File: config.mk
export PLATFORM = sky130hd
export DESIGN_NAME = dps_ram
export DESIGN_NICKNAME = d
export VERILOG_FILES = /design/src/hw/rtl/dps_ram.sv
export SDC_FILE = /design/constraint.sdc
export NUM_CORES = 2
export LEC_CHECK = 0
export CORE_MARGIN = 2
export CORE_UTILIZATION = 45
export DETAILED_ROUTE_END_ITERATION = 10
export DONT_BUFFER_PORTS = 1
export PLACE_DENSITY = 0.68
export SYNTH_ARGS = -nofsm -noshare
export SYNTH_HDL_FRONTEND = slang
export SYNTH_SLANG_ARGS = --single-unit
export TNS_END_PERCENT = 1
File: constraint.sdc
create_clock -name clk_i -period 6.12 [get_ports clk_i]
set_clock_uncertainty 0.15 [all_clocks]
set_input_delay 0.612 -clock clk_i [delete_from_list [all_inputs] [get_ports clk_i]]
set_output_delay 0.612 -clock clk_i [all_outputs]
set_load 0.005 [all_outputs]
File: src/hw/rtl/dps_ram.sv
// ----------------------------------------------------------------------------
// dps_ram
// Generic single-write, single-read RAM with registered read data.
// ----------------------------------------------------------------------------
module dps_ram #(
  parameter int Width = 48,
  parameter int Depth = 64
) (
  input  logic                     clk_i,
  input  logic                     we_i,
  input  logic [$clog2(Depth)-1:0] waddr_i,
  input  logic [Width-1:0]         wdata_i,
  input  logic [$clog2(Depth)-1:0] raddr_i,
  output logic [Width-1:0]         rdata_o
);

  logic [Width-1:0] mem [Depth];
  logic [Width-1:0] rdata_q;

  always_ff @(posedge clk_i) begin
    if (we_i) begin
      mem[waddr_i] <= wdata_i;
    end
    rdata_q <= mem[raddr_i];
  end

  assign rdata_o = rdata_q;

endmodule

; Yosys cells after proc, flatten, opt, wreduce, memory -nomap -nowiden
; Memories as Yosys holds them, arrays and structs flattened. A register that Yosys moved wholly into a read port is not among the register bits.
; Index checks and enable logic that the tools add are counted.
[op_classes]
n_mux = 2
[op_table]
columns = operator, count
row1 = $mux 1, 2
[word_totals]
ff_bits = 0
mem_bits_rw = 3072
input_bits = 62
out_inout_bits = 48
wordCells = 3
mem_count = 1
[memory_table]
columns = name, depth, width, rd, rd_ports_with_merged_regs, wr, line
row1 = mem, 64, 48, 1, 1, 1, 17  ; logic [Width-1:0] mem [Depth];

; Logic depth before layout (Yosys ltp)
[depth]
word_depth = 2
ltp_mapped = 9
ltp_nobuf = 5

; Worst setup path before layout
; No wires, ideal clock.
[synth_path]
path_type = input-to-reg
from = input port waddr_i[3]
to = memory mem[48][0], enable pin
setup_ns = 0.513
arrival_time_ns = 4.384
required_time_ns = 5.457
slack_ns = 1.073
cell_stages = 4
n_path_buf = 1
path_cell_list = clkbuf_1 > nor2b_1 > nand4b_1 > nor3_1
[synth_lines]
columns = item, line
row1 = "start, declared", 11  ; input logic [$clog2(Depth)-1:0] waddr_i,
row2 = "end, declared", 17
; No word-level cell before the write port.

==> flow_metrics.env <==
export IMPL_peakVddDrop_uv=330
export IMPL_max_slew_worst_pin_slew_ns=1.50
export IMPL_rsz0062_at_grt="no"
export IMPL_synth_seq_cells=3120
export IMPL_path_class="input port to register"
export IMPL_fillerInstances=19500
export IMPL_fp_dieW_um=514
export IMPL_grt_busiest_layer="met2"
export IMPL_cts_made_buffers=320
export IMPL_synth_top_cell_area_share_pct=78.8
export IMPL_syn_area_um2=117000
export IMPL_antenna_found_initial=16
export IMPL_grt_overflow=0
export IMPL_yosysWarnings=0
export IMPL_first_pass_iters=6
export IMPL_yosysTopAreaCell="edfxtp_1"
export IMPL_start_kind="input port"
export IMPL_cellPowerDensity_nw_per_um2=338
export IMPL_worstPathArrival_ns=5.61
export IMPL_grt_met3_usage_pct=5.04
export IMPL_met1_usage_pct=31.0
export IMPL_clock_latency_ns=0.96
export IMPL_drtIter0Drc=7701
export IMPL_grt_max_degree=795
export IMPL_end_kind="register"
export IMPL_layout_drive_gt1_share_pct=26.6
export IMPL_port_buffers=0
export IMPL_final_nets=5282
export IMPL_vias_per_cell=6.23
export IMPL_p_int_mw=35.7
export IMPL_leakage_nw=41.1
export IMPL_synthTopCellsByArea="edfxtp_1 79%, mux4_2 14%, dfxtp_1 0.82%"
export IMPL_cts_sinks=3120
export IMPL_worstPathMaxFanout=150
export IMPL_seq_power_share_pct=52.8
export IMPL_final_min_clock_period_ns=4.97
export IMPL_slowest_stage="buf_16"
export IMPL_path_delay_family="buffers and inverters"
export IMPL_power_switching_mw=9.37
export IMPL_totalPowerFinal_mw=45.1
export IMPL_final_antenna_net_count=0
export IMPL_worstPathBufferInverterCount=4
export IMPL_clk_pin_slew_ns=0.06
export IMPL_hold_viol_final=0
export IMPL_placed_cell_area_um2=121000
export IMPL_syn_inst=4970
export IMPL_swShare_pct=20.8
export IMPL_final_common_cell="edfxtp_1"
export IMPL_cts_buffer_depth=4
export IMPL_cpMostUsedCell="buf_16"
export IMPL_wl_per_cell_um=33.8
export IMPL_hp_class="input port to register"
export IMPL_core_area_um2=259000
export IMPL_syn2layout_area_growth_pct=14.0
export IMPL_pwr_share_clk_pct=42.4
export IMPL_maxCapViolCount=0
export IMPL_ys_flop_type="edfxtp_1"
export IMPL_postSynth_asyncResetShare_pct=0
export IMPL_grt_use_met2_pct=35.7
export IMPL_drc=0
export IMPL_pin_count=110
export IMPL_avgSynthCellArea_um2=23.6
export IMPL_synth_cell_type_count=36
export IMPL_synth_edf_count=3072
export IMPL_status="completed"
export IMPL_postRouteWirelength_um=300000
export IMPL_grt_pass1_vias=54900
export IMPL_holdBufCountCts=101
export IMPL_fin_crit_sh_pct=81.2
export IMPL_final_max_slew_viol_count=0
export IMPL_fin_area_um2=134000
export IMPL_reg2reg_slack_ns=3.32
export IMPL_crit_chain="buf_16 -> buf_16 -> buf_16 -> buf_16 -> mux4_2 -> a22oi_1 -> nand2_1 -> o22ai_1 -> nor2_1"
export IMPL_cts_root_buf="clkbuf_16"
export IMPL_most_common_layout_cells="3072 x edfxtp_1, 754 x mux4_2, 328 x clkbuf_16"
export IMPL_cts_tree="built"
export IMPL_synth_nets=5032
export IMPL_setup_viol=0
export IMPL_initial_core_util_pct=45.2
export IMPL_gp_congestion=0.839
export IMPL_grt_pass1_wl_um=424000
export IMPL_slew_headroom_pct=0.0300
export IMPL_cts_resized=0
export IMPL_combinationalPowerShare_pct=4.8
export IMPL_dp_hpwl_um=167000
export IMPL_cp_data_required_time_ns=6.76
export IMPL_rows=187
export IMPL_htreeDepth=5
export IMPL_tns_ns=0
export IMPL_grt_usage_pct=22.6
export IMPL_die_area_um2=264000
export IMPL_max_stage_delay_ns=0.73
export IMPL_fp_dieH_um=514
export IMPL_yosysSeqAreaShare_pct=79.6
export IMPL_post_cts_buffers=0
export IMPL_fmax_mhz=201
export IMPL_vias=55300
==> cell families (layout without fill, tap and decap cells) <==
logic type             after synthesis  in the layout  synth area share (%)
other                                0              9                     0
AOI/OAI and AO/OA                  486            486                  3.02
muxes                              829            829                  15.2
and+or+nand+nor                    253            253                 0.957
DFF                               3120           3120                  79.6
buffers and inverters              282            777                  1.28
==> layer usage <==
metal / part of all wire (%) / wire [um]
met3: 10 / 30700
met2: 48 / 144000
met4: 4.0 / 12000
met1: 38 / 113000
met5: 0.10 / 304
==> stage by stage <==
stage,hold slack (ns),setup WS (ns),utilization (%),cells
after global routing,0.0522,0.841,51.5,8875
after CTS,0.0118,3.14,51.4,8857
after detailed placement,0.566,2.16,46.8,8189
final,0.0641,1.15,51.5,8876
after floorplan,0.560,1.07,-,4970
after global placement,0.566,2.01,46.7,8183
==> state kept, by name (all words and copies together), names as in the netlist <==
register and cells:
mem 3072, rdata_o 48
==> synth_stat cells, drive strengths merged (5+ instances only) <==
library cell / instances
edfxtp: 3072
mux4: 754
buf: 183
nor2: 132
o22ai: 122
clkbuf: 99
a221oi: 83
a21oi: 74
a22oi: 72
mux2i: 63
a22o: 57
nand2: 55
dfxtp: 48
a211oi: 32
o221ai: 28
nor2b: 24
mux2: 12
a311oi: 11
nand2b: 10
nand3: 7
a31o: 5
nand3b: 5
==> power groups by stage <==
stage | clock (mW) | combinational [mW] | sequential (mW)
2_1_floorplan | 0 | 1.13 | 24.2
3_3_place_gp | 0 | 1.39 | 24.3
3_5_place_dp | 0 | 1.39 | 24.3
4_1_cts | 19.3 | 1.92 | 23.8
5_1_grt | 20.2 | 2.26 | 23.8
6_report | 19.1 | 2.17 | 23.8
==> worst register-to-register path, stage by stage, from the launching register on <==
cell	delay, ns
edfxtp_1	0.36
mux4_2	0.49
a22o_1	0.26
a221oi_1	1.11
a221oi_1	0.26
==> final timing paths <==
check                 to  depth (start not counted)         from
max           rdata_o[0]                          9   raddr_i[0]
min          mem[47][40]                          2   waddr_i[2]
max reg2reg  rdata_o[17]                          4  mem[27][17]
min reg2reg  rdata_o[13]                          4  mem[59][13]
==> final cells by class <==
cell class	count	area (um2)	area share [%]
diodes	9	22.5	0.0169
clock buffers	410	8650	6.47
clock inverters	157	1550	1.16
multi-input cells	1568	22900	17.2
flip-flops and latches	3120	93200	69.8
well taps	3402	4260	3.19
repair buffers	210	2940	2.20
(Power assumes the default switching activity.)
