==> src/hw/rtl/dps_pkg.sv <==
// ----------------------------------------------------------------------------
// dps_pkg
// Types, constants and helpers shared by the dual piecewise-linear shaper.
// ----------------------------------------------------------------------------
package dps_pkg;

  localparam int MaxPointsDef = 64;
  localparam int FracBits     = 12;
  localparam int QueueDepth   = 4;
  localparam int InDataW      = 72;
  localparam int OutDataW     = 40;
  localparam int CfgAddrW     = 2;
  localparam int CfgDataW     = 16;
  localparam int SatW         = 56;
  localparam int DivSteps     = 34;

  typedef enum logic [CfgAddrW-1:0] {
    CFG_POINT_COUNT  = 2'd0,
    CFG_INPUT_OFFSET = 2'd1,
    CFG_INPUT_GAIN   = 2'd2,
    CFG_OUTPUT_SCALE = 2'd3
  } cfg_reg_e;

  typedef enum logic {
    KIND_WRITE  = 1'b0,
    KIND_SAMPLE = 1'b1
  } kind_e;

  typedef enum logic [1:0] {
    STAT_OK    = 2'd0,
    STAT_ABOVE = 2'd1,
    STAT_ZERO  = 2'd2,
    STAT_SAT   = 2'd3
  } status_e;

  typedef struct packed {
    logic               [6:0]  point_count;
    logic signed        [15:0] input_offset;
    logic               [15:0] input_gain;
    logic               [15:0] output_scale;
  } cfg_t;

  typedef struct packed {
    kind_e              kind;
    logic        [5:0]  point_index;
    logic signed [15:0] point_level;
    logic signed [15:0] point_x;
    logic signed [15:0] point_y;
    logic signed [15:0] sample;
  } item_t;

  typedef struct packed {
    logic signed [15:0] y;
    logic signed [15:0] x;
    logic signed [15:0] level;
  } entry_t;

  // queue to back end: item on offer, back end takes it
  typedef struct packed {
    logic  valid;
    item_t item;
  } q_out_t;

  // returns {saturated, value}
  function automatic logic [16:0] sat16(input logic signed [SatW-1:0] v);
    logic [16:0] r;
    if (v > SatW'(32767)) begin
      r = {1'b1, 16'h7FFF};
    end else if (v < -SatW'(32768)) begin
      r = {1'b1, 16'h8000};
    end else begin
      r = {1'b0, v[15:0]};
    end
    return r;
  endfunction

endpackage

==> src/hw/rtl/dps_back.sv <==
// ----------------------------------------------------------------------------
// dps_back
// Executes queued items: table writes, segment search, serial divide,
// scaling, saturation and the result register.
// ----------------------------------------------------------------------------
module dps_back #(
  parameter int MAX_POINTS = dps_pkg::MaxPointsDef
) (
  input  logic                         clk_i,
  input  logic                         rst_ni,
  input  dps_pkg::cfg_t                cfg_i,
  input  dps_pkg::q_out_t              q_i,
  output logic                         pop_o,
  output logic                         ram_we_o,
  output logic [$clog2(MAX_POINTS)-1:0] ram_waddr_o,
  output dps_pkg::entry_t              ram_wdata_o,
  output logic [$clog2(MAX_POINTS)-1:0] ram_raddr_o,
  input  dps_pkg::entry_t              ram_rdata_i,
  output logic                         m_axis_tvalid,
  input  logic                         m_axis_tready,
  output logic [dps_pkg::OutDataW-1:0] m_axis_tdata
);
  import dps_pkg::*;

  localparam int IdxW = $clog2(MAX_POINTS);
  localparam int CntW = $clog2(MAX_POINTS + 1) > 7 ? $clog2(MAX_POINTS + 1) : 7;
  localparam int StepW = $clog2(DivSteps + 1);

  typedef enum logic [9:0] {
    ST_IDLE  = 10'b0000000001,
    ST_NORM  = 10'b0000000010,
    ST_START = 10'b0000000100,
    ST_STEP  = 10'b0000001000,
    ST_PROD  = 10'b0000010000,
    ST_DIV   = 10'b0000100000,
    ST_ADD   = 10'b0001000000,
    ST_SCALE = 10'b0010000000,
    ST_SAT   = 10'b0100000000,
    ST_OUT   = 10'b1000000000
  } state_e;

  state_e                 state_q, state_d;
  logic [IdxW-1:0]        seg_q, seg_d, cur_q, cur_d, last;
  logic [StepW-1:0]       cnt_q, cnt_d;
  logic                   ch_q, ch_d, mvalid_q, mvalid_d;
  logic signed [15:0]     smp_q, smp_d, norm_q, norm_d, xo_q, xo_d, yo_q, yo_d;
  logic                   nsat_q, nsat_d, osat_q, osat_d, neg_q, neg_d;
  entry_t                 a_q, a_d, b_q, b_d;
  logic [33:0]            dvd_q, dvd_d;
  logic [16:0]            div_q, div_d, rem_q, rem_d;
  logic signed [34:0]     iv_q, iv_d;
  logic signed [51:0]     sp_q, sp_d;
  logic [OutDataW-1:0]    mdata_q, mdata_d;
  logic [CntW-1:0]        pc_ext, n_clamp;

  logic signed [16:0]     sum17, dl, dout, w;
  logic signed [33:0]     prodn, num;
  logic signed [15:0]     o0, o1;
  logic [16:0]            nres, ores;
  logic [17:0]            remsh;
  logic signed [34:0]     sq;
  status_e                stat;

  assign pc_ext  = CntW'(cfg_i.point_count);
  assign n_clamp = (pc_ext < CntW'(2)) ? CntW'(2) :
                   (pc_ext > CntW'(MAX_POINTS)) ? CntW'(MAX_POINTS) : pc_ext;
  assign last    = IdxW'(n_clamp - CntW'(2));

  assign sum17 = 17'(smp_q) + 17'(cfg_i.input_offset);
  assign prodn = sum17 * $signed({1'b0, cfg_i.input_gain});
  assign nres  = sat16(SatW'(prodn >>> FracBits));
  assign o0    = ch_q ? a_q.y : a_q.x;
  assign o1    = ch_q ? b_q.y : b_q.x;
  assign dl    = 17'(norm_q) - 17'(a_q.level);
  assign dout  = 17'(o1) - 17'(o0);
  assign num   = dl * dout;
  assign w     = 17'(b_q.level) - 17'(a_q.level);
  assign remsh = {rem_q, dvd_q[33]};
  assign sq    = neg_q ? -$signed({1'b0, dvd_q}) : $signed({1'b0, dvd_q});
  assign ores  = sat16(SatW'(sp_q >>> FracBits));

  always_comb begin
    if (b_q.level < norm_q) begin
      stat = STAT_ABOVE;
    end else if (a_q.level == b_q.level) begin
      stat = STAT_ZERO;
    end else if (osat_q) begin
      stat = STAT_SAT;
    end else begin
      stat = STAT_OK;
    end
  end

  always_comb begin
    state_d     = state_q;
    seg_d       = seg_q;
    cur_d       = cur_q;
    cnt_d       = cnt_q;
    ch_d        = ch_q;
    mvalid_d    = mvalid_q && !m_axis_tready;
    smp_d       = smp_q;
    norm_d      = norm_q;
    nsat_d      = nsat_q;
    osat_d      = osat_q;
    neg_d       = neg_q;
    xo_d        = xo_q;
    yo_d        = yo_q;
    a_d         = a_q;
    b_d         = b_q;
    dvd_d       = dvd_q;
    div_d       = div_q;
    rem_d       = rem_q;
    iv_d        = iv_q;
    sp_d        = sp_q;
    mdata_d     = mdata_q;
    pop_o       = 1'b0;
    ram_we_o    = 1'b0;
    ram_waddr_o = IdxW'(q_i.item.point_index);
    ram_wdata_o = '{y: q_i.item.point_y, x: q_i.item.point_x, level: q_i.item.point_level};
    ram_raddr_o = cur_q;
    unique case (state_q)
      ST_IDLE: begin
        if (q_i.valid) begin
          pop_o = 1'b1;
          if (q_i.item.kind == KIND_WRITE) begin
            ram_we_o = 1'b1;
          end else begin
            smp_d   = q_i.item.sample;
            state_d = ST_NORM;
          end
        end
      end
      ST_NORM: begin
        norm_d      = nres[15:0];
        nsat_d      = nres[16];
        cur_d       = (seg_q > last) ? '0 : seg_q;
        ram_raddr_o = cur_d;
        state_d     = ST_START;
      end
      ST_START: begin
        if (norm_q < ram_rdata_i.level && cur_q != '0) begin
          cur_d       = '0;
          ram_raddr_o = '0;
        end else begin
          a_d         = ram_rdata_i;
          ram_raddr_o = cur_q + 1'b1;
          state_d     = ST_STEP;
        end
      end
      ST_STEP: begin
        if (cur_q < last && ram_rdata_i.level < norm_q) begin
          a_d         = ram_rdata_i;
          cur_d       = cur_q + 1'b1;
          ram_raddr_o = cur_q + IdxW'(2);
        end else begin
          b_d     = ram_rdata_i;
          seg_d   = cur_q;
          ch_d    = 1'b0;
          osat_d  = nsat_q;
          state_d = ST_PROD;
        end
      end
      ST_PROD: begin
        neg_d = num[33] ^ w[16];
        dvd_d = num[33] ? 34'(-num) : 34'(num);
        div_d = w[16] ? 17'(-w) : 17'(w);
        rem_d = '0;
        cnt_d = StepW'(DivSteps);
        if (w == '0) begin
          iv_d    = 35'(o0);
          state_d = ST_SCALE;
        end else begin
          state_d = ST_DIV;
        end
      end
      ST_DIV: begin
        if (remsh >= {1'b0, div_q}) begin
          rem_d = 17'(remsh - {1'b0, div_q});
          dvd_d = {dvd_q[32:0], 1'b1};
        end else begin
          rem_d = remsh[16:0];
          dvd_d = {dvd_q[32:0], 1'b0};
        end
        cnt_d = cnt_q - 1'b1;
        if (cnt_q == StepW'(1)) begin
          state_d = ST_ADD;
        end
      end
      ST_ADD: begin
        iv_d    = 35'(o0) + sq;
        state_d = ST_SCALE;
      end
      ST_SCALE: begin
        sp_d    = iv_q * $signed({1'b0, cfg_i.output_scale});
        state_d = ST_SAT;
      end
      ST_SAT: begin
        osat_d = osat_q | ores[16];
        if (!ch_q) begin
          xo_d    = ores[15:0];
          ch_d    = 1'b1;
          state_d = ST_PROD;
        end else begin
          yo_d    = ores[15:0];
          state_d = ST_OUT;
        end
      end
      ST_OUT: begin
        if (!mvalid_q || m_axis_tready) begin
          mvalid_d = 1'b1;
          mdata_d  = {6'd0, stat, yo_q, xo_q};
          state_d  = ST_IDLE;
        end
      end
      default: state_d = ST_IDLE;
    endcase
  end

  always_ff @(posedge clk_i or negedge rst_ni) begin
    if (!rst_ni) begin
      state_q  <= ST_IDLE;
      seg_q    <= '0;
      cur_q    <= '0;
      cnt_q    <= '0;
      ch_q     <= 1'b0;
      mvalid_q <= 1'b0;
    end else begin
      state_q  <= state_d;
      seg_q    <= seg_d;
      cur_q    <= cur_d;
      cnt_q    <= cnt_d;
      ch_q     <= ch_d;
      mvalid_q <= mvalid_d;
    end
  end

  always_ff @(posedge clk_i) begin
    smp_q   <= smp_d;
    norm_q  <= norm_d;
    nsat_q  <= nsat_d;
    osat_q  <= osat_d;
    neg_q   <= neg_d;
    xo_q    <= xo_d;
    yo_q    <= yo_d;
    a_q     <= a_d;
    b_q     <= b_d;
    dvd_q   <= dvd_d;
    div_q   <= div_d;
    rem_q   <= rem_d;
    iv_q    <= iv_d;
    sp_q    <= sp_d;
    mdata_q <= mdata_d;
  end

  assign m_axis_tvalid = mvalid_q;
  assign m_axis_tdata  = mdata_q;

  a_write_in_idle: assert property (@(posedge clk_i) disable iff (!rst_ni)
    ram_we_o |-> state_q == ST_IDLE)
    else $error("table write outside idle");
  a_div_count: assert property (@(posedge clk_i) disable iff (!rst_ni)
    state_q == ST_DIV |-> cnt_q != '0)
    else $error("divider ran past its step count");
  a_above_at_last: assert property (@(posedge clk_i) disable iff (!rst_ni)
    state_q == ST_PROD && b_q.level < norm_q |-> cur_q == last)
    else $error("search stopped early below a later point");
  a_out_wait: assert property (@(posedge clk_i) disable iff (!rst_ni)
    state_q == ST_OUT && mvalid_q && !m_axis_tready |=> state_q == ST_OUT)
    else $error("result overwrote a pending item");

endmodule

==> config.mk <==
export PLATFORM = sky130hd
export DESIGN_NAME = dps_back
export DESIGN_NICKNAME = d
export VERILOG_FILES = /design/src/hw/rtl/dps_pkg.sv /design/src/hw/rtl/dps_back.sv
export SDC_FILE = /design/constraint.sdc
export NUM_CORES = 2
export LEC_CHECK = 0
export ABC_CLOCK_PERIOD_IN_PS = 26200
export BUFFER_PORTS_ARGS = -buffer_cell sky130_fd_sc_hd__clkbuf_2
export CAP_MARGIN = 30
export CELL_PAD_IN_SITES_DETAIL_PLACEMENT = 1
export CELL_PAD_IN_SITES_GLOBAL_PLACEMENT = 1
export CORE_ASPECT_RATIO = 1.1
export CORE_MARGIN = 2
export CORE_UTILIZATION = 44
export DETAILED_ROUTE_END_ITERATION = 12
export HOLD_SLACK_MARGIN = 0.06
export PLACE_DENSITY_LB_ADDON = 0.3
export SYNTH_ARGS = -nofsm -noshare
export SYNTH_HDL_FRONTEND = slang
export SYNTH_SLANG_ARGS = --single-unit
==> constraint.sdc <==
create_clock -name clk_i -period 26.2 [get_ports clk_i]
set_clock_uncertainty 0.15 [all_clocks]
set_input_delay 1.31 -clock clk_i [delete_from_list [all_inputs] [get_ports clk_i]]
set_output_delay 1.31 -clock clk_i [all_outputs]
set_load 0.1 [all_outputs]
# == Yosys cells after proc, flatten, opt, wreduce, memory -nomap -nowiden ==
# Cells that the tools add are included.
# W data, S select, Z words.
# word_totals
out_inout_bits,103
wordCells,152
in_bits,178
ff_bits,382
# op_classes
add_sub_neg,13
n_lt_le_gt_ge,12
bitwise_logic,4
multipliers,3
n_mux,49
n_eq_ne,21
n_reduce_logical,23
# op_table
cell,n
$pmux W10 S10,1
$mux W48,2
$pmux W48 S2,1
$mux W10,7
$mux W35,2
$pmux W35 S2,1
$mul A17 B17 Y34,2
$mux W17,4
$pmux W34 S2,1
$mul A35 B17 Y52,1
$sub A16 B16 Y17,3
$lt A16 B16 Y1,3
$mux W16,3
$mux W6,7
$gt A40 B16 Y1 const B,1
$lt A40 B16 Y1 const B,1
$pmux W6 S3,2
$add A16 B35 Y35,1
$neg A34 Y35,1
$mux W34,1
$neg A34 Y34,1
$pmux W17 S2,1
$gt A22 B16 Y1 const B,1
$lt A22 B16 Y1 const B,1
43 further kinds,76

# == Depth between registers and ports, before layout ==
# depth
word_depth,8
mapped_depth,44

# == Worst setup path before layout ==
# OpenSTA, ideal clock, no wires.
# synth_timing
path_kind,register to register
start,register ch_q
end,register dvd_q[30] (data pin)
path_stages_with_launch,40
arrival_ns,9.953
period_less_slack_ns,10.360
slack_ns,15.840
path_buffers,5
required_ns,25.792
path_cell_list,dfrtp_1 > clkbuf_1 > clkbuf_1 > buf_1 > mux2i_1 > ha_1 > inv_1 > fa_1 > a21o_1 > a21oi_1 > o21bai_1 > a21oi_1 > o21ai_1 > a211oi_1 > nor2b_1 > o41a_1 > a21o_1 > xnor2_1 > (+4 left out) > fa_1 > fa_1 > fa_1 > inv_1 > fa_1 > inv_1 > ha_1 > buf_6 > a21o_1 > and2_1 > or4_1 > o21ai_2 > xor2_2 > nand4_4 > or3_4 > o31ai_4 > xnor2_1 > a21oi_1
# synth_via
elab_chain_len,6
word_cells_on_any_way,7
classes_between,add/sub (2); mul (1); mux (4)
# synth_rtl
element,line,text
start: declaration,dps_back.sv:45,"logic ch_q, ch_d, mvalid_q, mvalid_d;"
start signal: assignment,dps_back.sv:232,ch_q <= ch_d;
"$mux W16, on equally long branches","dps_back.sv:73, dps_back.sv:72",
$sub A16 B16 Y17 (*),dps_back.sv:75,assign dout = 17'(o1) - 17'(o0);
$mul A17 B17 Y34 (*),dps_back.sv:76,assign num = dl * dout;
$neg A34 Y34,dps_back.sv:165,dvd_d = num[33] ? 34'(-num) : 34'(num);
$mux W34 (*),dps_back.sv:165,
$pmux W34 S2 (*),dps_back.sv:121,unique case (state_q)
named net dvd_d[30],dps_back.sv:49,"logic [33:0] dvd_q, dvd_d;"
end signal: assignment,dps_back.sv:247,dvd_q <= dvd_d;
end: declaration,dps_back.sv:49,
# Mark *: on every way through the listed nets, which the timed path passes. The rest lies on a longest branch.
# A chain may end at the register's enable or synchronous reset.

# == Worst setup path after layout ==
# layout_timing
start,register ch_q
end,register dvd_q[25] (data pin)
# Same word-level chain as after synthesis.

==> results.toml <==
[layout]
antenna_cells = 0
design_area_mm2 = 0.0660
drive_above_1_share_pct = 6.92
area_growth_pct = 6.70
final_nets = 8222
post-route-util_pct = 47.2

[global_route]
antenna_found_initial = 1
grt_pass1_vias = 51000
grt_max_degree = 62
gr-max-usage-layer = "met2"
use_met1_pct = 31.9
overflow = 0
grt_pass1_wl_um = 279000
grtUsageMet3_pct = 2.75
grt_use_met2_pct = 43.8
track_usage_pct = 24.7

[sta]
setup_violations = 0
fmax_ghz = 0.0880
slew-limit-headroom_pct = 27.9
finalCritPeriodShare_pct = 43.4
drv_slew = 0
setup_slack_ns = 14.83
tightestPinTransition_ns = 1.08
period_minus_slack_ns = 11.37
setup_tns_ns = 0
hold_viol = 0
rsz0062_at_grt = "no"

[placed_design]
dp_hpwl_um = 138000
placed_cell_area_mm2 = 0.0644
pre_cts_slack_ns = 14.58
port_buffers = 166
place_congestion = 0.862

[logic_synthesis]
ys.flop_type = "edfxtp_1"
synth_cell_types = 111
ys_ff_latch = 370
syn_area_mm2 = 0.0619
synth_edf_count = 340
yosysSeqAreaShare_pct = 17.7
syn_inst = 6453
async_flop_share_pct = 8.11
syn_area_per_cell_um2 = 9.59
yosys_warnings = 0

[clock_network]
ctsHoldBuffers = 0
clk_pin_slew_ns = 0.06
clk_latency_ns = 0.66
cts_sinks = 370
numCtsBuffers = 47
post_cts_buffers = 0
cts_tree = "yes"
root_buffer = "clkbuf_16"
htreeDepth = 2
clock_path_buffers = 3
cts_resized = 0

[floorplanning]
fp-row-count = 144
die-area_mm2 = 0.144
start_util_pct = 44.3
ios = 281
die_w_um = 362
coreArea_mm2 = 0.140
chipHeight_um = 397

[worst_setup_path]
worstPathMaxFanout = 34
cp-startpoint = "ch_q$_DFFE_PN0P_"
cp.required_ns = 26.41
critPathSlowestCell = "xnor2_2"
crit_top_cell = "fa_1"
startpoint_type = "register"
cp.arrival_ns = 11.58
cpPeakStageDelay_ns = 0.75
crit_type = "register to register"
end_kind = "register"
regToRegStartpoint = "ch_q$_DFFE_PN0P_"

[detailed_routing]
routedWlPerCell_um = 20.6
wl_um = 172000
drtIter0Drc = 2193
vias = 44800
via_per_inst = 5.37
firstDrtPassIters = 5
detail-route-antenna-nets = 0
drc = 0

[worst_hold_path]
min_from = "yo_q[14]$_DFFE_PP_"
hold_class = "register to register"

[outcome]
status = "finished, final reports clean"

[job]
maxCapViolCount = 0
==> state kept, by name, summed over array words and instances (netlist names), 6 cells and up <==
| name | count |
|---|---|
| cur_q | 6 |
| xo_q | 16 |
| state_q | 10 |
| iv_q | 35 |
| b_q | 48 |
| norm_q | 16 |
| yo_q | 16 |
| rem_q | 17 |
| smp_q | 16 |
| cnt_q | 6 |
| seg_q | 6 |
| div_q | 17 |
| m_axis_tdata | 34 |
| dvd_q | 34 |
| sp_q | 40 |
| a_q | 48 |
==> path summary, 6_finish.rpt <==
check | end | slack [ns] | depth (start not counted)
hold reg to reg | m_axis_tdata[30]$_DFFE_PP_ | 0.27 | 0
setup / recovery | dvd_q[25]$_DFFE_PP_ | 14.83 | 37
max in group asynchronous | cnt_q[3]$_DFFE_PN0P_ | 24.68 | 1
setup reg to reg | dvd_q[25]$_DFFE_PP_ | 14.83 | 37
hold / removal | m_axis_tdata[30]$_DFFE_PP_ | 0.27 | 0
min in group asynchronous | seg_q[3]$_DFFE_PN0P_ | 0.62 | 1
==> stage by stage <==
stage / std cells / hold WS [ns]
6_report: 8340 / 0.269
4_1_cts: 8338 / 0.271
5_1_grt: 8340 / 0.276
3_3_place_gp: 8247 / 0.250
2_1_floorplan: 6458 / 0.250
3_5_place_dp: 8252 / 0.256
==> layout by cell type (no fill, tap or decap), drive strengths merged, types with 29 or more instances in the layout <==
cell type / synthesis / final
a21o: 87 / 87
a21oi: 210 / 210
and2: 381 / 381
buf: 79 / 86
clkbuf: 202 / 222
dfrtp: 29 / 29
edfxtp: 340 / 340
fa: 1108 / 1108
ha: 458 / 458
inv: 1302 / 1313
mux2: 36 / 36
nand2: 804 / 804
nand2b: 45 / 45
nand3: 47 / 47
nand4: 29 / 29
nor2: 316 / 316
nor2b: 71 / 71
nor3: 60 / 60
o21a: 44 / 44
o21ai: 169 / 169
o31ai: 30 / 30
xnor2: 192 / 192
xor2: 79 / 79
==> critical path: cells and delay by family (launching register included) <==
family / cells / cell delay, ns
flops: 1 / 0.32
compound gates: 14 / 3.45
xor+xnor: 3 / 1.65
mux: 1 / 0.28
simple gates: 5 / 0.57
buf+inv: 5 / 0.61
fa+ha+maj: 9 / 3.99
==> per-layer routing <==
layer / part of all wire, % / up-vias
li1: - / 20100
met1: 43 / 23500
met2: 50 / 915
met3: 4.2 / 245
met4: 2.9 / 0
met5: 0 / -
==> Yosys cell counts (36+ instances only) <==
library cell  count  area (µm²)
o21ai_0         159         796
inv_1          1302        4890
a21oi_1         208        1040
and2_1          379        2370
a21o_1           86         646
nand2_1         804        3020
mux2_2           36         405
o21a_1           44         330
nor2_1          315        1180
nor2b_1          71         444
nand2b_1         45         282
nor3_1           58         290
ha_1            458        5730
clkbuf_1        200         751
buf_4            61         458
nand3_1          45         225
xnor2_1         190        1660
fa_1           1108       22200
xor2_1           78         683
edfxtp_1        340       10200
==> cells by family after synthesis <==
kind of cell	share of synthesized area (%)
mux	0.833
flops	17.7
compound gates	7.61
simple gates	14.8
buf+inv	10.1
xor+xnor	3.87
fa+ha+maj	45.1
other cells	0.00606
==> final cells by class <==
cell class | instances | area, µm²
Clock inverter | 30 | 280
Timing Repair Buffer | 252 | 1550
Tap cell | 1825 | 2280
Sequential cell | 370 | 11000
Clock buffer | 56 | 1280
Multi-Input combinational cell | 4505 | 44800
Fill cell | 15800 | 73800
Inverter | 1302 | 4890
Power is not shown: default switching activity piles up to over one toggle a cycle in this logic, so the estimate is an artifact.
