==> config.mk <==
export PLATFORM = sky130hd
export DESIGN_NAME = dps_front
export DESIGN_NICKNAME = d
export VERILOG_FILES = /design/src/hw/rtl/dps_pkg.sv /design/src/hw/rtl/dps_front.sv
export SDC_FILE = /design/constraint.sdc
export NUM_CORES = 1
export LEC_CHECK = 0
export BUFFER_PORTS_ARGS = -buffer_cell sky130_fd_sc_hd__buf_2
export CAP_MARGIN = 20
export CORE_ASPECT_RATIO = 1.4
export CORE_MARGIN = 1.5
export CORE_UTILIZATION = 64
export CTS_BUF_LIST = sky130_fd_sc_hd__clkbuf_4 sky130_fd_sc_hd__clkbuf_8
export CTS_CLUSTER_DIAMETER = 200
export DETAILED_ROUTE_END_ITERATION = 10
export GPL_TIMING_DRIVEN = 0
export PLACE_DENSITY = 0.88
export SLEW_MARGIN = 5
export SYNTH_ARGS = -nofsm -noshare
export SYNTH_HDL_FRONTEND = slang
export SYNTH_SLANG_ARGS = --single-unit
==> constraint.sdc <==
create_clock -name clk_i -period 5.5 [get_ports clk_i]
set_input_delay 0.825 -clock clk_i [delete_from_list [all_inputs] [get_ports clk_i]]
set_output_delay 0.825 -clock clk_i [all_outputs]
set_load 0.1 [all_outputs]
==> src/hw/rtl/dps_pkg.sv <==
// ----------------------------------------------------------------------------
// dps_pkg
// Types, constants and helpers shared by the dual piecewise-linear shaper.
// ----------------------------------------------------------------------------
package dps_pkg;

  localparam int MaxPointsDef = 64;
  localparam int FracBits     = 12;
  localparam int QueueDepth   = 4;
  localparam int InDataW      = 72;
  localparam int OutDataW     = 40;
  localparam int CfgAddrW     = 2;
  localparam int CfgDataW     = 16;
  localparam int SatW         = 56;
  localparam int DivSteps     = 34;

  typedef enum logic [CfgAddrW-1:0] {
    CFG_POINT_COUNT  = 2'd0,
    CFG_INPUT_OFFSET = 2'd1,
    CFG_INPUT_GAIN   = 2'd2,
    CFG_OUTPUT_SCALE = 2'd3
  } cfg_reg_e;

  typedef enum logic {
    KIND_WRITE  = 1'b0,
    KIND_SAMPLE = 1'b1
  } kind_e;

  typedef enum logic [1:0] {
    STAT_OK    = 2'd0,
    STAT_ABOVE = 2'd1,
    STAT_ZERO  = 2'd2,
    STAT_SAT   = 2'd3
  } status_e;

  typedef struct packed {
    logic               [6:0]  point_count;
    logic signed        [15:0] input_offset;
    logic               [15:0] input_gain;
    logic               [15:0] output_scale;
  } cfg_t;

  typedef struct packed {
    kind_e              kind;
    logic        [5:0]  point_index;
    logic signed [15:0] point_level;
    logic signed [15:0] point_x;
    logic signed [15:0] point_y;
    logic signed [15:0] sample;
  } item_t;

  typedef struct packed {
    logic signed [15:0] y;
    logic signed [15:0] x;
    logic signed [15:0] level;
  } entry_t;

  // queue to back end: item on offer, back end takes it
  typedef struct packed {
    logic  valid;
    item_t item;
  } q_out_t;

  // returns {saturated, value}
  function automatic logic [16:0] sat16(input logic signed [SatW-1:0] v);
    logic [16:0] r;
    if (v > SatW'(32767)) begin
      r = {1'b1, 16'h7FFF};
    end else if (v < -SatW'(32768)) begin
      r = {1'b1, 16'h8000};
    end else begin
      r = {1'b0, v[15:0]};
    end
    return r;
  endfunction

endpackage

==> src/hw/rtl/dps_front.sv <==
// ----------------------------------------------------------------------------
// dps_front
// Accepts items, classifies them, drops out-of-range writes, queues the rest.
// ----------------------------------------------------------------------------
module dps_front #(
  parameter int MAX_POINTS = dps_pkg::MaxPointsDef
) (
  input  logic                        clk_i,
  input  logic                        rst_ni,
  input  logic                        s_axis_tvalid,
  output logic                        s_axis_tready,
  input  logic [dps_pkg::InDataW-1:0] s_axis_tdata,
  input  logic                        s_axis_tuser,
  input  logic                        pop_i,
  output dps_pkg::q_out_t             q_o
);
  import dps_pkg::*;

  localparam int PtrW = $clog2(QueueDepth);

  item_t            mem_q [QueueDepth];
  logic [PtrW-1:0]  wr_ptr_q, wr_ptr_d, rd_ptr_q, rd_ptr_d;
  logic [PtrW:0]    count_q, count_d;
  item_t            in_item;
  logic             keep, push, pop;

  always_comb begin
    in_item.kind        = kind_e'(s_axis_tuser);
    in_item.point_index = s_axis_tdata[5:0];
    in_item.point_level = s_axis_tdata[21:6];
    in_item.point_x     = s_axis_tdata[37:22];
    in_item.point_y     = s_axis_tdata[53:38];
    in_item.sample      = s_axis_tdata[69:54];
  end

  assign keep          = (in_item.kind == KIND_SAMPLE) ||
                         (int'(in_item.point_index) < MAX_POINTS);
  assign s_axis_tready = (count_q != (PtrW+1)'(QueueDepth));
  assign push          = s_axis_tvalid && s_axis_tready && keep;
  assign pop           = pop_i && (count_q != '0);

  assign wr_ptr_d = push ? wr_ptr_q + 1'b1 : wr_ptr_q;
  assign rd_ptr_d = pop ? rd_ptr_q + 1'b1 : rd_ptr_q;
  assign count_d  = count_q + (PtrW+1)'(push) - (PtrW+1)'(pop);

  always_ff @(posedge clk_i or negedge rst_ni) begin
    if (!rst_ni) begin
      wr_ptr_q <= '0;
      rd_ptr_q <= '0;
      count_q  <= '0;
    end else begin
      wr_ptr_q <= wr_ptr_d;
      rd_ptr_q <= rd_ptr_d;
      count_q  <= count_d;
    end
  end

  always_ff @(posedge clk_i) begin
    if (push) begin
      mem_q[wr_ptr_q] <= in_item;
    end
  end

  assign q_o.valid = (count_q != '0);
  assign q_o.item  = mem_q[rd_ptr_q];

  a_no_overflow: assert property (@(posedge clk_i) disable iff (!rst_ni)
    count_q == (PtrW+1)'(QueueDepth) |-> !push)
    else $error("queue push while full");
  a_no_underflow: assert property (@(posedge clk_i) disable iff (!rst_ni)
    pop_i && !q_o.valid |=> count_q == $past(count_q) + (PtrW+1)'($past(push)))
    else $error("queue pop while empty changed count");
  a_count_step: assert property (@(posedge clk_i) disable iff (!rst_ni)
    push && !pop |=> count_q == $past(count_q) + 1'b1)
    else $error("queue count did not follow push");

endmodule

=== Word-level counts from Yosys, hierarchy flattened ===
Memories as Yosys holds them, arrays and structs flattened.
Cells that the tools add are included.

* Add/subtract/negate cells: 4
* Equality and inequality tests: 1
* Muxes and demuxes: 2
* Reduce and logical (&&, ||, !) cells: 3

{| class="wikitable"
|+ Operators by type and width
! operator !! number
|-
| 2-bit by 1-bit adder with 2-bit output (second input constant) || 2
|-
| 3-bit by 1-bit adder with 3-bit output || 1
|-
| 3-bit != test (second input constant) || 1
|-
| 3-bit nonzero test || 1
|-
| 3-bit by 1-bit subtractor with 3-bit output || 1
|-
| 1-bit logical AND || 2
|-
| 1-bit two-way mux || 2
|}

* Register bits after elaboration: 7
* RAM bits: 284
* Output and inout port bits: 73
* Logic and storage cells: 14
* Memories: 1

{| class="wikitable"
|+ Memories
! memory !! depth !! width !! read ports !! clocked after memory_dff !! write ports !! RTL line !! text
|-
| mem_q || 4 || 71 || 1 || 0 || 1 || dps_front.sv:21 || <nowiki>item_t mem_q [QueueDepth];</nowiki>
|}

=== Logic depth before layout (Yosys ltp) ===
Gate-level depths: netlist of the first run.

* Word-level depth: 4
* Mapped depth: 9

=== Worst setup path before layout of the first run ===
Ideal clock, no wire load.

* Path type: in2reg
* Start point: input port s_axis_tvalid
* End point: memory mem_q[0][0] in the netlist's numbering, enable pin
* Setup time: 437 ps
* Data arrival time: 2,548 ps
* Required time: 5,063 ps
* Setup slack: 2,515 ps
* Stages on the path: 1
* Path buffers: 0
* Cells stage by stage: and3b_1

* Word-level cells in the longest chain between the ends: 3

{| class="wikitable"
|+ RTL lines
! element !! RTL line !! text
|-
| start: declaration || dps_front.sv:10 || <nowiki>input logic s_axis_tvalid,</nowiki>
|-
| 1-bit logical AND || dps_front.sv:39 || <nowiki>assign push = s_axis_tvalid && s_axis_tready && keep;</nowiki>
|-
| 1-bit two-way mux || dps_front.sv:59 || <nowiki>if (push) begin</nowiki>
|-
| 1-bit two-way mux (not written as such) || dps_front.sv:60 || <nowiki>mem_q[wr_ptr_q] <= in_item;</nowiki>
|-
| end: declaration || dps_front.sv:21 ||
|}

No other way between the ends.

==> results of run 1 <==
## routing by layer
metal  vias to the layer above  GRT usage  share of wire
met5                         -          0              0
met4                         0     0.0886          0.025
met3                        31     0.0411          0.055
met2                       173      0.383           0.54
met1                      2554      0.273           0.38
li1                       2176          -              -
## critical path: stages (launching register included)
cell and delay (ps):
dfrtp_1 340, buf_6 230, buf_12 180, mux4_2 560
buf_2 320
## final cells by class
cell class	instances	area, um^2
Antenna cell	3	7.51
Buffer	16	191
Clock buffer	67	778
Clock inverter	8	62.6
Fill cell	856	3880
Inverter	6	22.5
Multi-Input combinational cell	99	1890
Sequential cell	291	8700
Tap cell	203	254
Timing Repair Buffer	151	823
## cells by family (layout without fill, tap and decap cells)
kind of cell | Yosys count | after routing | share of synthesized area
AOI/OAI and AO/OA | 4 | 4 | 0.00302
xor gates and xnor gates | 4 | 4 | 0.00325
adders and majority gates | 7 | 7 | 0.00881
buffers and inverters | 22 | 248 | 0.0198
DFF | 291 | 291 | 0.807
muxes | 71 | 71 | 0.149
other | 0 | 3 | 0
and+or+nand+nor | 13 | 13 | 0.00974
## placed cells by master, fill, tap and decap left out, drive strengths merged
| cell type | instances |
|---|---|
| edfxtp | 284 |
| buf | 167 |
| mux4 | 71 |
| clkbuf | 67 |
| dfrtp | 7 |
| inv | 6 |
| ha | 6 |
| clkinv | 6 |
| nand2b | 4 |
| and3b | 4 |
| diode | 3 |
| xnor2 | 3 |
| nand4bb | 2 |
| o211ai | 2 |
| nor3b | 1 |
| o31a | 1 |
| or3 | 1 |
| xor2 | 1 |
| o311ai | 1 |
| nand2 | 1 |
| fa | 1 |
| clkinvlp | 1 |
| bufinv | 1 |
## per-stage QoR
step                      std cells  setup slack (ps)
after floorplan                 412              2510
after global placement          762              1300
after detailed placement        766              3060
after CTS                       841              2510
after global routing            844              2480
final                           844              2540
## state kept, by name (all words and copies together), names as in the netlist
signal / count
wr_ptr_q: 2
mem_q: 284
count_q: 3
rd_ptr_q: 2
## final timing paths
path / end / from / slack [ps]
hold / removal: wr_ptr_q[1]$_DFFE_PN0P_ / rst_ni / 150
hold reg to reg: wr_ptr_q[1]$_DFFE_PN0P_ / wr_ptr_q[1]$_DFFE_PN0P_ / 590
setup reg to reg: count_q[2]$_DFF_PN0_ / count_q[1]$_DFF_PN0_ / 3100
min in group clk_i: mem_q[2][49]$_DFFE_PP_ / s_axis_tdata[7] / 530
max in group asynchronous: rd_ptr_q[0]$_DFFE_PN0P_ / rst_ni / 5180
setup / recovery: q_o[45] / rd_ptr_q[0]$_DFFE_PN0P_ / 2540
==> metrics.md, run 1 <==
| Metric | Value |
|---|---|
| Clock latency on the worst-skew pair | `510 ps` |
| Most frequent cell after synthesis | `edfxtp_1` |
| Core Area | `16,600 um^2` |
| Fraction of layout cells with a size suffix above 1 | `0.491` |
| Post-route cell area | `12,700 um^2` |
| # rows | `56` |
| Initial Utilization | `0.650` |
| Vias in the first global route | `5,287` |
| Sum Neg Setup Slack | `0 ps` |
| Worst hold slack | `150 ps` |
| Final setup viols | `0` |
| Syn_nets | `496` |
| Synth Cell Area | `10,800 um^2` |
| Port-buffer cells | `147` |
| Seq/Total Area, Yosys | `0.807` |
| H-tree depth | `2` |
| GRT Total Usage | `0.219` |
| # Post-CTS Setup Buffers | `0` |
| Synth Warn # | `0` |
| Num ports | `150` |
| Placer Congestion | `0.701` |
| Number of remaining DRC errors | `0` |
| Worst endpoint required time | `4680 ps` |
| Post-CTS Hold Buffers | `0` |
| Reg clk slew, reported paths | `60 ps` |
| Via count | `4,934` |
| Crit path DAT | `2140 ps` |
| Post-synth EDFFs | `284` |
| Max cap viols | `0` |
| Dpl hpwl | `12,000 um` |
| Outcome | `complete, no violations` |
| Finished Core Util | `0.767` |
| Min cycle time layout | `2960 ps` |
| Slew Viols, Final | `0` |
| First-pass GRT wire length | `28,800 um` |
| CP Capture Type | `output pin` |
| Clk_skew | `10.0 ps` |
| Startpoint Class | `register` |
| 1st-pass router iterations | `4` |
| Top area cells in the synthesized netlist | `edfxtp_1, mux4_2, dfrtp_1, buf_12, ha_1` |
| Total Routed Length | `19,000 um` |
| Crit Path Class | `register to output pin` |
| Residual overflow from global routing | `0` |
| Die Span Y | `157 um` |
| Synth cell count leaders | `edfxtp_1, mux4_2, buf_2, buf_12, dfrtp_1` |
| Post-DRT Antenna Nets | `0` |
| Placement Cell Area | `11,900 um^2` |
| Die ar. | `17,700 um^2` |
| Final Net Count | `690` |
| Hold Vio Cnt, Final | `0` |
| Die width | `113 um` |
| Netlist cell types | `21` |
| Least-Margin Pin Slew | `759 ps` |
| Synth Register Bits | `291` |
| Type of the worst min-delay path | `primary input to asynchronous set/reset pin` |
| Reg2reg path depth | `9` |
| Initial antenna violation count | `3` |
| Period utilization | `0.539` |
| Vias per inst | `5.85` |
| Worst rel slew slack | `0.494` |
| Area leader, netlist | `edfxtp_1` |
| Largest net degree at the start of global routing | `51` |
| Wirelength per Cell | `22.5 um` |
| TritonCTS clock tree | `done` |
| Clock sink count | `291` |
| Async SR Flop Fraction | `0.0241` |
| CTS Buf Count | `41` |
| DR iter-0 viols | `411` |
| Max Clock Freq | `337 MHz` |
| Clock Tree Root | `clkbuf_8` |
| Synth Area per Inst | `26.2 um^2` |
| Critical path peak fanout | `10` |
| Main flop type after synthesis | `edfxtp_1` |
| Layout area overhead | `18.0%` |
| CTS Buffer Depth | `3` |
| Unrepaired setup endpoints after global routing | `false` |
| PostCTS Resize Cnt | `0` |
| Synth top area share | `0.791` |
| Cell count after synthesis | `412` |
Power of run 1 is not shown: default switching activity piles up to over one toggle a cycle in this logic, so the estimate is an artifact.
==> run 2, diff against run 1 <==
--- a/config.mk
+++ b/config.mk
@@ -9,12 +9,12 @@
 export CAP_MARGIN = 20
 export CORE_ASPECT_RATIO = 1.4
 export CORE_MARGIN = 1.5
-export CORE_UTILIZATION = 64
+export CORE_UTILIZATION = 53
 export CTS_BUF_LIST = sky130_fd_sc_hd__clkbuf_4 sky130_fd_sc_hd__clkbuf_8
 export CTS_CLUSTER_DIAMETER = 200
 export DETAILED_ROUTE_END_ITERATION = 10
 export GPL_TIMING_DRIVEN = 0
-export PLACE_DENSITY = 0.88
+export PLACE_DENSITY = 0.77
 export SLEW_MARGIN = 5
 export SYNTH_ARGS = -nofsm -noshare
 export SYNTH_HDL_FRONTEND = slang
==> constraint.sdc (replaced) <==
create_clock -name clk_i -period 2.5 [get_ports clk_i]
set_input_delay 0.375 -clock clk_i [delete_from_list [all_inputs] [get_ports clk_i]]
set_output_delay 0.375 -clock clk_i [all_outputs]
set_load 0.1 [all_outputs]
==> run 2 against run 1 <==
Against the previous run: sequential cell count is the same; global-route usage fell by 3.7 points; non-clock buffer count rose by 1; sequential share of layout area decreased by 1.9 points; critical path depth unchanged; register-to-register slack got worse by 2900 ps; clock skew rose by 9.0 ps; worst hold slack lost 91 ps; clock-buffer cell count down 13; critical path type unchanged; largest cell class unchanged.
==> metrics.md, run 2 (synthesis results as in run 1) <==
| Metric | Value |
|---|---|
| Outcome | `complete, no violations` |
| Post-route cell area | `13,100 um^2 (+2.8%)` |
| Die width | `124 um (+9.6%)` |
| TritonCTS clock tree | `done` |
| Largest registers | `mem_q x284, count_q x3` |
| Unrepaired setup endpoints after global routing | `true` |
| 1st-pass router iterations | `6 (+2)` |
| Startpoint Class | `register` |
| Fraction of layout cells with a size suffix above 1 | `0.487 (-0.00398)` |
| Vias in the first global route | `5,214 (-1.4%)` |
| Commonest non-fill, non-tap cells in the layout | `edfxtp_1, buf_2, mux4_2` |
| Worst endpoint required time | `2120 ps (-2560 ps)` |
| DR iter-0 viols | `269 (-35%)` |
| Max reg flops | `284 (unchanged)` |
| Post-DRT Antenna Nets | `0 (unchanged)` |
| Clock sink count | `291 (unchanged)` |
| Port-buffer cells | `147 (unchanged)` |
| Final setup viols | `0 (unchanged)` |
| Register name with the most flops | `mem_q` |
| Number of remaining DRC errors | `0 (unchanged)` |
| Max Clock Freq | `412 MHz` |
| Crit path DAT | `2050 ps (-90 ps)` |
| GRT Total Usage | `0.182 (-0.0371)` |
| Max cap viols | `0 (unchanged)` |
| CTS Buffer Depth | `3 (unchanged)` |
| Worst R2R Setup Slack | `190 ps (-2910 ps)` |
| Placer Congestion | `0.672 (-4.1%)` |
| Largest net degree at the start of global routing | `40 (-22%)` |
| Least-Margin Pin Slew | `663 ps (-95.6 ps)` |
| # rows | `61 (+8.9%)` |
| Die ar. | `21,200 um^2 (+20%)` |
| Wirelength per Cell | `21.1 um (-6.0%)` |
| Slew Viols, Final | `0 (unchanged)` |
| CTS Buf Count | `41 (unchanged)` |
| # Post-CTS Setup Buffers | `0 (unchanged)` |
| Period utilization | `0.970` |
| Type of the worst min-delay path | `primary input to register` |
| Core Area | `19,900 um^2 (+20%)` |
| Placement Cell Area | `12,000 um^2 (+0.64%)` |
| Hold Vio Cnt, Final | `0 (unchanged)` |
| Worst rel slew slack | `0.558 (+0.0637)` |
| Clock latency on the worst-skew pair | `520 ps (about the same)` |
| Finished Core Util | `0.657 (-0.110)` |
| Num ports | `150 (unchanged)` |
| Total Routed Length | `18,700 um (-1.1%)` |
| Clk_skew | `19.0 ps (+8.97 ps)` |
| Commonest non-fill, non-tap cell in the layout | `edfxtp_1` |
| Initial antenna violation count | `1 (-2)` |
| Min cycle time layout | `2430 ps` |
| Reg2reg path depth | `9 (unchanged)` |
| First-pass GRT wire length | `28,300 um (-1.8%)` |
| Clock Tree Root | `clkbuf_8` |
| FILL cells | `1,284 (+50%)` |
| Final Net Count | `691 (+0.14%)` |
| Reg clk slew, reported paths | `70 ps (about the same)` |
| CP Capture Type | `output pin` |
| Via count | `4,919 (-0.30%)` |
| Crit Path Class | `register to output pin` |
| Initial Utilization | `0.542 (-0.108)` |
| Dpl hpwl | `11,700 um (-2.9%)` |
| Hold depth | `1` |
| Vias per inst | `5.54 (-5.2%)` |
| Residual overflow from global routing | `0 (unchanged)` |
| H-tree depth | `2 (unchanged)` |
| Critical path peak fanout | `10 (unchanged)` |
| Die Span Y | `172 um (+9.7%)` |
| Layout area overhead | `21.3%` |
## run 2: path summary, 6_finish.rpt
check                                        start                      end
setup reg to reg              count_q[1]$_DFF_PN0_     count_q[2]$_DFF_PN0_
setup / recovery           rd_ptr_q[1]$_DFFE_PN0P_                  q_o[55]
min in group asynchronous                   rst_ni  wr_ptr_q[0]$_DFFE_PN0P_
hold reg to reg            wr_ptr_q[1]$_DFFE_PN0P_  wr_ptr_q[1]$_DFFE_PN0P_
max in group asynchronous                   rst_ni  wr_ptr_q[1]$_DFFE_PN0P_
hold / removal                    s_axis_tdata[37]   mem_q[1][47]$_DFFE_PP_
## run 2: worst max-delay path: stages (launching register included)
cell and delay (ps):
dfrtp_1 320, buf_2 240, buf_2 330, mux4_2 380, buf_4 250
## run 2: area by class of cell
type,instances,area (um^2),share of cell area
sequential,291,8700,0.665
buffer,16,205,0.0157
clock buffer,54,674,0.0515
clock inverter,17,239,0.0183
timing repair buffer,152,1030,0.0786
antenna,1,2.50,0.000191
inverter,6,22.5,0.00172
tap,252,315,0.0241
multi-input combinational,99,1890,0.145
## run 2: stage by stage
step	setup WS (ps)	hold slack, ps	setup TNS, ps	cells
after floorplan	375	79.4	0	412
after global placement	-209	212	-56480	811
after detailed placement	146	217	0	815
after CTS	-14.9	21.7	-26.1	887
after global routing	-9.94	25.7	-33.7	888
final	74.3	58.8	0	888
## run 2: routing by layer
layer  wire length, um  vias up  share of wire  global-route usage
li1                  -     2172              -                   -
met1              7100     2556           0.38               0.223
met2             10200      164           0.54               0.316
met3              1060       27          0.056              0.0398
met4               374        0          0.020              0.0675
met5                 0        -              0                   0
## run 2: what timing repair did
item                                    4_1_cts  5_1_grt
resized for setup                            70        6
endpoints found under the setup margin       69       40
hold buffers                                  1        0
endpoints found under the hold margin         7        0
Power of run 2 is left out for the same reason.
==> run 3, diff against run 2 <==
--- a/config.mk
+++ b/config.mk
@@ -8,7 +8,7 @@
 export BUFFER_PORTS_ARGS = -buffer_cell sky130_fd_sc_hd__buf_2
 export CAP_MARGIN = 20
 export CORE_ASPECT_RATIO = 1.4
-export CORE_MARGIN = 1.5
+export CORE_MARGIN = 4
 export CORE_UTILIZATION = 53
 export CTS_BUF_LIST = sky130_fd_sc_hd__clkbuf_4 sky130_fd_sc_hd__clkbuf_8
 export CTS_CLUSTER_DIAMETER = 200
==> run 3 against run 2 <==
Against the previous run: worst hold slack better by 9.0 ps; clock skew is 3.7 ps higher; utilization is 0.44 points lower; clock-buffer cell count is 2 higher; cell area is 0.67% lower; cell count is 0.79% higher; routed wire length is 6.6% higher; via count is 2.1% higher.
==> metrics.md, run 3 (synthesis results as in run 1) <==
| Metric | Value |
|---|---|
| Port-buffer cells | `147 (unchanged)` |
| Period utilization | `0.960 (-0.0104)` |
| # rows | `61 (unchanged)` |
| GRT Total Usage | `0.181 (-0.00107)` |
| Post-DRT Antenna Nets | `0 (unchanged)` |
| Critical path peak fanout | `10 (unchanged)` |
| Register name with the most flops | `mem_q` |
| Largest registers | `mem_q x284, count_q x3` |
| Die width | `129 um (+4.0%)` |
| Min cycle time layout | `2400 ps (-26.0 ps)` |
| Initial Utilization | `0.542 (unchanged)` |
| Unrepaired setup endpoints after global routing | `false` |
| Clock latency on the worst-skew pair | `520 ps (about the same)` |
| Crit Path Class | `register to output pin` |
| Final setup viols | `0 (unchanged)` |
| Total Routed Length | `20,000 um (+6.6%)` |
| Critical path buffers and inverters | `3 (unchanged)` |
| Initial antenna violation count | `4 (+3)` |
| Reg clk slew, reported paths | `60 ps (about the same)` |
| Worst rel slew slack | `0.562 (+0.00412)` |
| Via count | `5,023 (+2.1%)` |
| DR iter-0 viols | `324 (+20%)` |
| 1st-pass router iterations | `4 (-2)` |
| Vias per inst | `5.61 (+1.3%)` |
| Wirelength per Cell | `22.3 um (+5.8%)` |
| TritonCTS clock tree | `done` |
| CP Cell Sequence | `buf_12 > buf_12 > mux4_2 > buf_4` |
| Core Area | `19,900 um^2 (unchanged)` |
| Largest net degree at the start of global routing | `45 (+13%)` |
| Num ports | `150 (unchanged)` |
| Clock Tree Root | `clkbuf_8` |
| Max cap viols | `0 (unchanged)` |
| Fraction of layout cells with a size suffix above 1 | `0.478 (-0.00849)` |
| Max Clock Freq | `417 MHz (+1.1%)` |
| Crit-path slowest cell | `mux4_2` |
| Startpoint Class | `register` |
| Worst endpoint required time | `2120 ps (about the same)` |
| Type of the worst min-delay path | `primary input to register` |
| Layout area overhead | `20.5%` |
| Final Net Count | `694 (+0.43%)` |
| Number of remaining DRC errors | `0 (unchanged)` |
| Commonest non-fill, non-tap cells in the layout | `edfxtp_1, buf_2, mux4_2` |
| Placer Congestion | `0.740 (+10%)` |
| CTS Buf Count | `43 (+4.9%)` |
| Hold Vio Cnt, Final | `0 (unchanged)` |
| CTS Buffer Depth | `3 (unchanged)` |
| Clock sink count | `291 (unchanged)` |
| Die Span Y | `177 um (+2.9%)` |
| Vias in the first global route | `5,568 (+6.8%)` |
| First-pass GRT wire length | `31,100 um (+9.6%)` |
| Top delay family on crit path | `buffers and inverters` |
| Most used cell, CP | `buf_12` |
| Slowest cell delay on critical path | `510 ps (+130 ps)` |
| Slew Viols, Final | `0 (unchanged)` |
| Commonest non-fill, non-tap cell in the layout | `edfxtp_1` |
| Dpl hpwl | `12,500 um (+6.6%)` |
| H-tree depth | `2 (unchanged)` |
| Residual overflow from global routing | `0 (unchanged)` |
| CP Capture Type | `output pin` |
| Crit path DAT | `2020 ps (-30 ps)` |
| Least-Margin Pin Slew | `657 ps (-6.18 ps)` |
| Clk_skew | `22.6 ps (+3.66 ps)` |
| Die ar. | `22,700 um^2 (+7.1%)` |
| Finished Core Util | `0.652 (-0.00440)` |
| Max reg flops | `284 (unchanged)` |
| Outcome | `complete, no violations` |
run 3: cell types whose count changed in the layout (fill, tap and decap cells not counted), moves of 2 or more:
| cell | delta |
|---|---|
| bufinv_16 | -5 |
| buf_6 | +2 |
| buf_2 | +2 |
| clkinvlp_4 | -2 |
| clkbuf_8 | +2 |
| clkbuf_4 | -2 |
| diode_2 | +2 |
| clkinv_1 | +8 |
run 3: repair_timing:
action	4_1_cts	5_1_grt
setup buffers	0	1
pin swaps	0	1
endpoints found under the hold margin	7	0
hold buffers	1	0
resized for setup	70	7
setup endpoints to repair	70	58
run 3: final timing paths:
| check | slack [ps] | cells after the start | startpoint | end |
|---|---|---|---|---|
| setup reg to reg | 190 | 8 | count_q[1]$_DFF_PN0_ | count_q[2]$_DFF_PN0_ |
| min in group asynchronous | 210 | 2 | rst_ni | count_q[0]$_DFF_PN0_ |
| hold reg to reg | 630 | 2 | wr_ptr_q[1]$_DFFE_PN0P_ | wr_ptr_q[1]$_DFFE_PN0P_ |
| max in group asynchronous | 2120 | 2 | rst_ni | rd_ptr_q[1]$_DFFE_PN0P_ |
| hold / removal | 70 | 1 | s_axis_tdata[62] | mem_q[0][8]$_DFFE_PP_ |
| setup / recovery | 100 | 4 | rd_ptr_q[0]$_DFFE_PN0P_ | q_o[24] |
run 3: metal layers:
metal	wire length, um	up-vias	GRT usage
met5	23	-	0
met1	7210	2639	0.216
li1	-	2184	-
met4	408	4	0.0609
met2	11300	155	0.324
met3	1000	41	0.0389
run 3: stage by stage:
stage | setup slack (ps) | hold WS [ps] | instance area [um^2] | std cells | setup TNS, ps
6_report | 100 | 67.8 | 13000 | 895 | 0
5_1_grt | 2.77 | 18.4 | 13000 | 894 | 0
4_1_cts | 0.556 | 26.8 | 13000 | 891 | 0
3_5_place_dp | 3.36 | 221 | 12000 | 815 | 0
3_3_place_gp | -204 | 212 | 11800 | 811 | -53140
2_1_floorplan | 375 | 79.4 | 10800 | 412 | 0
run 3: worst reg2reg max path: cells and delay by family, from the launching register on:
kind / cells / cell delay (ps)
adder cells (fa/ha/maj): 3 / 850
flip-flops: 1 / 490
AO/OA/AOI/OAI: 1 / 390
XOR/XNOR: 2 / 370
buffers and inverters: 2 / 120
run 3: layout make-up:
| cell class | count | area [um^2] |
|---|---|---|
| clock inverter | 19 | 109 |
| inverter | 6 | 22.5 |
| multi-input combinational | 99 | 1890 |
| tap | 252 | 315 |
| fill | 1311 | 6930 |
| clock buffer | 56 | 702 |
| buffer | 16 | 200 |
| timing repair buffer | 153 | 1040 |
| antenna | 3 | 7.51 |
| sequential | 291 | 8700 |
Power of run 3 is left out for the same reason.
